`config.mk`:
```
export PLATFORM = sky130hd
export DESIGN_NAME = bf3_mean
export DESIGN_NICKNAME = d
export VERILOG_FILES = /design/src/sv/box_filter_3x3_zero_pad_core_defines.svh /design/src/sv/bf3_pkg.sv /design/src/sv/bf3_mean.sv
export SDC_FILE = /design/constraint.sdc
export NUM_CORES = 1
export LEC_CHECK = 0
export BUFFER_PORTS_ARGS = -buffer_cell sky130_fd_sc_hd__buf_4
export CORE_MARGIN = 4
export CORE_UTILIZATION = 50
export CTS_BUF_LIST = sky130_fd_sc_hd__clkbuf_4
export DETAILED_ROUTE_END_ITERATION = 12
export HOLD_SLACK_MARGIN = 0.08
export MAX_ROUTING_LAYER = met4
export PLACE_DENSITY_LB_ADDON = 0.3
export REMOVE_ABC_BUFFERS = 1
export SETUP_SLACK_MARGIN = 0.1
export SLEW_MARGIN = 15
export SYNTH_ARGS = -nofsm -noshare
export SYNTH_HDL_FRONTEND = slang
export SYNTH_SLANG_ARGS = --single-unit
```
`constraint.sdc`:
```
create_clock -name clk_i -period 8.2 [get_ports clk_i]
set_input_delay 0.41 -clock clk_i [delete_from_list [all_inputs] [get_ports clk_i]]
set_output_delay 0.41 -clock clk_i [all_outputs]
set_load 0.01 [all_outputs]
```
`src/sv/box_filter_3x3_zero_pad_core_defines.svh`:
```
// assertion macros for the 3x3 box filter core
// used by files that carry concurrent checks; no other dependencies
`ifndef BOX_FILTER_3X3_ZERO_PAD_CORE_DEFINES_SVH
`define BOX_FILTER_3X3_ZERO_PAD_CORE_DEFINES_SVH

// generic clocked check, disabled while reset is asserted
`define BF3_ASSERT(lbl, clk, rstn, prop) \
  lbl: assert property (@(posedge clk) disable iff (!rstn) prop) \
    else $error("box filter check failed");

// same-cycle implication on clk_i / rst_ni
`define BF3_ASSERT_IMPL(lbl, ante, cons) \
  `BF3_ASSERT(lbl, clk_i, rst_ni, (ante) |-> (cons))

// next-cycle implication on clk_i / rst_ni
`define BF3_ASSERT_NEXT(lbl, ante, cons) \
  `BF3_ASSERT(lbl, clk_i, rst_ni, (ante) |=> (cons))

`endif

```
`src/sv/bf3_pkg.sv`:
```
// shared types and constants for the 3x3 box filter core
// no dependencies; used by bf3_mean and box_filter_3x3_zero_pad_core
package bf3_pkg;

  localparam int unsigned MaxWidth  = 2048;
  localparam int unsigned MaxHeight = 4096;
  localparam int unsigned Channels  = 3;
  localparam int unsigned SampleW   = 8;

  // counter and frame size widths
  localparam int unsigned ColW    = $clog2(MaxWidth);
  localparam int unsigned WEffW   = $clog2(MaxWidth + 1);
  localparam int unsigned HEffW   = $clog2(MaxHeight + 1);
  localparam int unsigned OutRowW = $clog2(MaxHeight);
  localparam int unsigned InRowW  = $clog2(MaxHeight + 2);

  // configuration port
  localparam int unsigned CfgIdxW  = 8;
  localparam int unsigned CfgDataW = 13;
  localparam int unsigned CfgWidthFieldW  = 12;
  localparam int unsigned CfgHeightFieldW = 13;
  localparam int unsigned WidthReset  = 640;
  localparam int unsigned HeightReset = 480;

  typedef enum logic [CfgIdxW-1:0] {
    CfgFrameWidth  = 8'd0,
    CfgFrameHeight = 8'd1
  } cfg_idx_e;

  // stream payloads
  localparam int unsigned StreamFields = 3;
  localparam int unsigned DataW        = StreamFields * SampleW;

  // divide by 9: floor(s / 9) == (s * 3641) >> 15 for s below 32768
  localparam int unsigned SumW     = SampleW + 4;
  localparam int unsigned DivMul   = 3641;
  localparam int unsigned DivMulW  = 12;
  localparam int unsigned DivShift = 15;
  localparam int unsigned ProdW    = SumW + DivMulW;

  typedef logic [Channels-1:0][SampleW-1:0] pix_t;
  typedef pix_t [2:0][2:0] win_t;  // [column][row], column 2 is newest

  typedef struct packed {
    pix_t upper;
    pix_t lower;
  } line_t;

  // per-item control computed at the input, carried with the item
  typedef struct packed {
    logic emit;
    logic col_lo_ok;
    logic col_hi_ok;
    logic row_lo_ok;
    logic row_hi_ok;
    logic row_end;
    logic frame_end;
  } ctl_t;

endpackage

```
`src/sv/bf3_mean.sv`:
```
// 3x3 window, masked neighborhood sum and divide by nine
// depends on bf3_pkg; instantiated by box_filter_3x3_zero_pad_core
module bf3_mean (
  input  logic          clk_i,
  input  logic          rst_ni,
  input  logic          en_i,
  input  logic          clear_i,
  input  logic          valid_i,
  input  bf3_pkg::pix_t top_i,
  input  bf3_pkg::pix_t mid_i,
  input  bf3_pkg::pix_t bot_i,
  input  bf3_pkg::ctl_t ctl_i,
  output logic          valid_o,
  output bf3_pkg::pix_t avg_o,
  output logic          row_end_o,
  output logic          frame_end_o
);

  bf3_pkg::win_t win_q, win_d;

  logic          b_valid_q;
  bf3_pkg::ctl_t b_ctl_q;

  logic                                       c_valid_q;
  logic [bf3_pkg::Channels-1:0][bf3_pkg::SumW-1:0] c_sum_q, sum_d;
  logic                                       c_row_end_q;
  logic                                       c_frame_end_q;

  logic                                        out_valid_q;
  bf3_pkg::pix_t                               avg_q, avg_d;
  logic                                        out_row_end_q;
  logic                                        out_frame_end_q;
  logic [bf3_pkg::Channels-1:0][bf3_pkg::ProdW-1:0] prod;

  logic [2:0] col_ok, row_ok;

  // window shifts one column per item
  always_comb begin
    win_d[0]    = win_q[1];
    win_d[1]    = win_q[2];
    win_d[2][0] = top_i;
    win_d[2][1] = mid_i;
    win_d[2][2] = bot_i;
  end

  // taps outside the frame are masked to zero
  always_comb begin
    col_ok = {b_ctl_q.col_hi_ok, 1'b1, b_ctl_q.col_lo_ok};
    row_ok = {b_ctl_q.row_hi_ok, 1'b1, b_ctl_q.row_lo_ok};
    for (int c = 0; c < bf3_pkg::Channels; c++) begin
      sum_d[c] = '0;
      for (int i = 0; i < 3; i++) begin
        for (int j = 0; j < 3; j++) begin
          if (col_ok[i] && row_ok[j]) begin
            sum_d[c] = sum_d[c] + bf3_pkg::SumW'(win_q[i][j][c]);
          end
        end
      end
    end
  end

  always_comb begin
    for (int c = 0; c < bf3_pkg::Channels; c++) begin
      prod[c]  = bf3_pkg::ProdW'(c_sum_q[c]) *
                 bf3_pkg::ProdW'(bf3_pkg::DivMul);
      avg_d[c] = prod[c][bf3_pkg::DivShift +: bf3_pkg::SampleW];
    end
  end

  always_ff @(posedge clk_i or negedge rst_ni) begin
    if (!rst_ni) begin
      win_q       <= '0;
      b_valid_q   <= 1'b0;
      c_valid_q   <= 1'b0;
      out_valid_q <= 1'b0;
    end else begin
      if (clear_i) begin
        win_q <= '0;
      end else if (en_i && valid_i) begin
        win_q <= win_d;
      end
      if (en_i) begin
        b_valid_q   <= valid_i && ctl_i.emit;
        c_valid_q   <= b_valid_q;
        out_valid_q <= c_valid_q;
      end
    end
  end

  always_ff @(posedge clk_i) begin
    if (en_i) begin
      b_ctl_q         <= ctl_i;
      c_sum_q         <= sum_d;
      c_row_end_q     <= b_ctl_q.row_end;
      c_frame_end_q   <= b_ctl_q.frame_end;
      avg_q           <= avg_d;
      out_row_end_q   <= c_row_end_q;
      out_frame_end_q <= c_frame_end_q;
    end
  end

  assign valid_o     = out_valid_q;
  assign avg_o       = avg_q;
  assign row_end_o   = out_row_end_q;
  assign frame_end_o = out_frame_end_q;

endmodule

```
=== After elaboration in Yosys (flattened, before gate mapping) ===
Cells that the tools add are included.

* $mul: 3
* Reduce and logical (&&, ||, !) cells: 7
* $add $sub $neg: 24
* Mux-type cells: 26

{| class="wikitable"
|+ Operator list
! operator !! count
|-
| 216-bit two-way mux || 2
|-
| 12-bit by 8-bit adder with 12-bit output || 24
|-
| 12-bit two-way mux || 21
|-
| 12-bit by 12-bit multiplier with 23-bit output (second input constant) || 3
|-
| 8-bit two-way mux || 3
|-
| 1-bit logical AND || 6
|-
| 2-bit nonzero test || 1
|}

* Flip-flop bits (word level): 289
* Output and inout bits: 27

=== Depth between registers and ports, before layout ===
* Depth after elaboration: 17
* Gate-level depth with buffers: 50
* Mapped depth without buffers: 47

=== Worst setup path after synthesis ===
No wires, ideal clock.

* Path kind: register to register
* Start point: reg b_ctl_q[5] in the netlist's numbering
* End point: reg c_sum_q[34] in the netlist's numbering, data pin
* Slack: -0.567 ns
* Required time: 7.935 ns
* Setup time: 0.265 ns
* Arrival time: 8.501 ns
* Cell stages (with the launch flop): 51
* Buffers on the path: 3
* Cell sequence: edfxtp_1 buf_4 clkbuf_1 clkbuf_1 and3_1 ha_1 inv_1 fa_1 nor2b_1 nor2_1 xnor2_1 nand2_1 inv_1 ha_1 a21o_1 a21oi_1 nor2b_1 o21a_1 [... 15 more ...] inv_1 ha_1 o21a_1 o31ai_1 a21oi_1 a21oi_1 ha_1 or3_1 nand3_1 o21ai_0 ha_1 nor2b_1 o21a_1 o21ai_0 nand2b_1 o21ai_0 a32oi_1 xor2_1

{| class="wikitable"
|+ RTL lines
! what !! RTL line !! RTL
|-
| start, declared || bf3_mean.sv:22 || <nowiki>bf3_pkg::ctl_t b_ctl_q;</nowiki>
|-
| start signal, assigned || bf3_mean.sv:92 || <nowiki>b_ctl_q <= ctl_i;</nowiki>
|-
| end signal, assigned || bf3_mean.sv:93 || <nowiki>c_sum_q <= sum_d;</nowiki>
|-
| end, declared || bf3_mean.sv:25 || <nowiki>logic [bf3_pkg::Channels-1:0][bf3_pkg::SumW-1:0] c_sum_q, sum_d;</nowiki>
|}

==> flow_summary.ini <==
[grt]
overflow = 0
grt_max_degree = 118
first_global_vias = 25200
antenna_found_initial = 2
grtUsageTotal = 0.2698
grt_pass1_wl_um = 123100

[sta]
grt_setup_unrepaired = yes
fmax_mhz = 118.3
relSlewSlack = 0.2069
maxSlewViolCount = 0
worst_slew_pin_slew_ns = 1.190
finClkSkew_ns = 0.07047
layout_min_cycle_time_ns = 8.456
final_hold_viol_count = 0
post-route-period-util = 1.031
finalSetupViolCount = 9
setup_slack_ns = -0.2557

[outcome]
status = complete, but fails checks
violations = negative setup slack

[drt]
first_iter_violations = 1463
routedWlPerCell_um = 17.78
wl_um = 77580
drc_errors = 0
vias_per_cell = 5.601
vias = 24440
drtAntennaViolNets = 0
dr.pass1.iters = 6

[floorplan]
design.core.area_um2 = 52870
fp.dieH_um = 239.7
dieArea_um2 = 57450
rows = 84
die_x_um = 239.7
initial_core_util = 0.5077
ios = 111

[synthesis]
ys_seq_elements = 289
synthCells = 3061
async_flop_share = 0.7578
syn_area_per_cell_um2 = 8.769
syn-cell-area_um2 = 26840
synth.distinct_cells = 89
yosysWarnings = 0
synth_ff_type = dfrtp_1
ys_seq_area_frac = 0.2825
synth_edf_count = 70

[cells_and_area]
fin_nets = 4198
seqCellArea_um2 = 7582
utilization = 0.6552
multi_input_comb_area_um2 = 19540
drive_above_1_share = 0.2569
layout_common_cells = nand2_1 (556), buf_4 (463), ha_1 (349)
fill_cells = 4225
layout-area-overhead-vs-synth_pct = 29.05
final_common_cell = nand2_1

[cts]
clock_latency_ns = 0.86
cts-buffers-inserted = 86
clockBufferDepth = 3
cts_tree = done
clk_pin_slew_ns = 0.07
h-tree-depth = 3
clock_sinks = 289
cts-root-buf = clkbuf_4

[setup_path]
path_common_cell = ha_4
crit_buf_inv = 5
crit_family = compound AO/OA/AOI/OAI gates
critPathKind = register to register
crit_slowest_cell = edfxtp_1
worstPathRequired_ns = 8.78
cp_max_fo = 4
critical_path_arrival_ns = 9.03
end_kind = register
max_stage_delay_ns = 0.46
start_kind = register

[placed_design]
dp_slack_ns = -0.6582
portBuffers = 110
hpwl_um = 52900
routabilityCongestion = 0.9489

[pwr]
p_comb_frac = 0.502
seq_power_share = 0.272
p_leak_nw = 16.74
p_clk_frac = 0.225
ir_drop_uv = 160.4
sw_frac_of_total = 0.3884
p_int_mw = 4.002
p_per_area_nw_per_um2 = 188.9
net-switching-power_mw = 2.541

[job]
maxCapViolCount = 0

[worst_hold_path]
hold_class = primary input to register
==> power groups by stage <==
stage                     Sequential [mW]  Clock, mW  Combinational (mW)
after floorplan                      1.82          0                2.15
after global placement               1.80          0                2.96
after detailed placement             1.81          0                3.11
after CTS                            1.78       1.52                3.23
after global routing                 1.79       1.59                3.76
final                                1.78       1.47                3.29
==> stage by stage <==
stage | total power, mW | hold WS (ns) | cell area [µm²] | TNS [ns] | std cells
2_1_floorplan | 3.966 | 0.1144 | 26400 | -7.673 | 2949
3_3_place_gp | 4.760 | 0.4016 | 29980 | -1.765 | 3996
3_5_place_dp | 4.922 | 0.4045 | 29980 | -4.807 | 3996
4_1_cts | 6.534 | 0.1565 | 33510 | -0.07010 | 4329
5_1_grt | 7.149 | 0.2061 | 34640 | -7.027 | 4363
6_report | 6.543 | 0.2112 | 34640 | -1.728 | 4363
==> sequential cells by signal, indices dropped and copies added (netlist names), 6 cells and up <==
signal,count
win_d,144
avg_o,24
b_ctl_q,6
c_sum_q,36
win_q,72
==> metal layers <==
| layer | vias up | track usage | share of wire |
|---|---|---|---|
| li1 | 11650 | - | - |
| met4 | 0 | 0.1020 | 0.034 |
| met1 | 11900 | 0.3320 | 0.42 |
| met3 | 196 | 0.03569 | 0.051 |
| met5 | - | - | 0 |
| met2 | 693 | 0.4549 | 0.49 |
==> worst register-to-register path, delay by kind of cell, from the launching register on <==
family	cells	cell delay (ns)
compound gates	16	2.54
xor+xnor	4	0.46
buf+inv	5	0.43
mux	1	0.22
fa+ha+maj	9	2.40
flops	1	0.46
simple gates	12	1.67
==> synthesized netlist by cell type, types with 16 or more instances <==
| master | n | area [µm²] |
|---|---|---|
| inv_1 | 238 | 893.4 |
| xor2_1 | 47 | 411.6 |
| o21bai_1 | 22 | 165.2 |
| nand3_1 | 31 | 155.2 |
| o31ai_1 | 19 | 142.6 |
| clkbuf_1 | 94 | 352.8 |
| a21oi_1 | 370 | 1852 |
| xnor2_1 | 127 | 1112 |
| nor3_1 | 18 | 90.09 |
| nor2b_1 | 43 | 269.0 |
| a21o_1 | 62 | 465.5 |
| ha_1 | 387 | 4842 |
| dfrtp_1 | 219 | 5480 |
| and3_1 | 33 | 206.5 |
| nand2_1 | 564 | 2117 |
| and2_1 | 20 | 125.1 |
| edfxtp_1 | 70 | 2102 |
| o21a_1 | 31 | 232.7 |
| fa_1 | 114 | 2282 |
| mux2i_1 | 27 | 270.3 |
| o21ai_0 | 135 | 675.7 |
| a21boi_0 | 16 | 120.1 |
| nor2_1 | 154 | 578.1 |
| mux2_2 | 22 | 247.7 |
==> worst paths after layout <==
path,cells past startpoint,slack [ns],endpoint,from
setup / recovery,47,-0.26,c_sum_q[23],b_ctl_q[5]
hold / removal,4,0.21,win_d[51],valid_i
setup reg to reg,47,-0.26,c_sum_q[23],b_ctl_q[5]
hold reg to reg,0,0.42,row_end_o,c_row_end_q
max in group asynchronous,4,5.85,win_d[23],rst_ni
min in group asynchronous,2,0.27,valid_o,rst_ni
==> cells by family after synthesis <==
kind of cell | Yosys count | share of synthesized area
flip-flops | 289 | 0.2825
buffers and inverters | 353 | 0.05002
XOR/XNOR | 182 | 0.06274
multiplexers | 49 | 0.01930
AND/OR/NAND/NOR | 914 | 0.1459
AO/OA/AOI/OAI | 772 | 0.1737
adder cells (fa/ha/maj) | 502 | 0.2658
==> cell type report <==
class,count,area share
inverters,241,0.02619
multi-input cells,2419,0.5642
diodes,1,0.00007225
flip-flops and latches,289,0.2189
clock buffers,121,0.02623
well taps,688,0.02485
clock inverters,28,0.005707
repair buffers,576,0.1338
==> timing repair <==
| action | CTS | global route |
|---|---|---|
| pin swaps | 126 | 170 |
| setup endpoints to repair | 18 | 24 |
| hold buffers | 97 | 0 |
| hold endpoints to repair | 244 | 0 |
| resized for setup | 204 | 190 |
| buffers inserted | 88 | 37 |
Power figures use the tool's default switching activity.
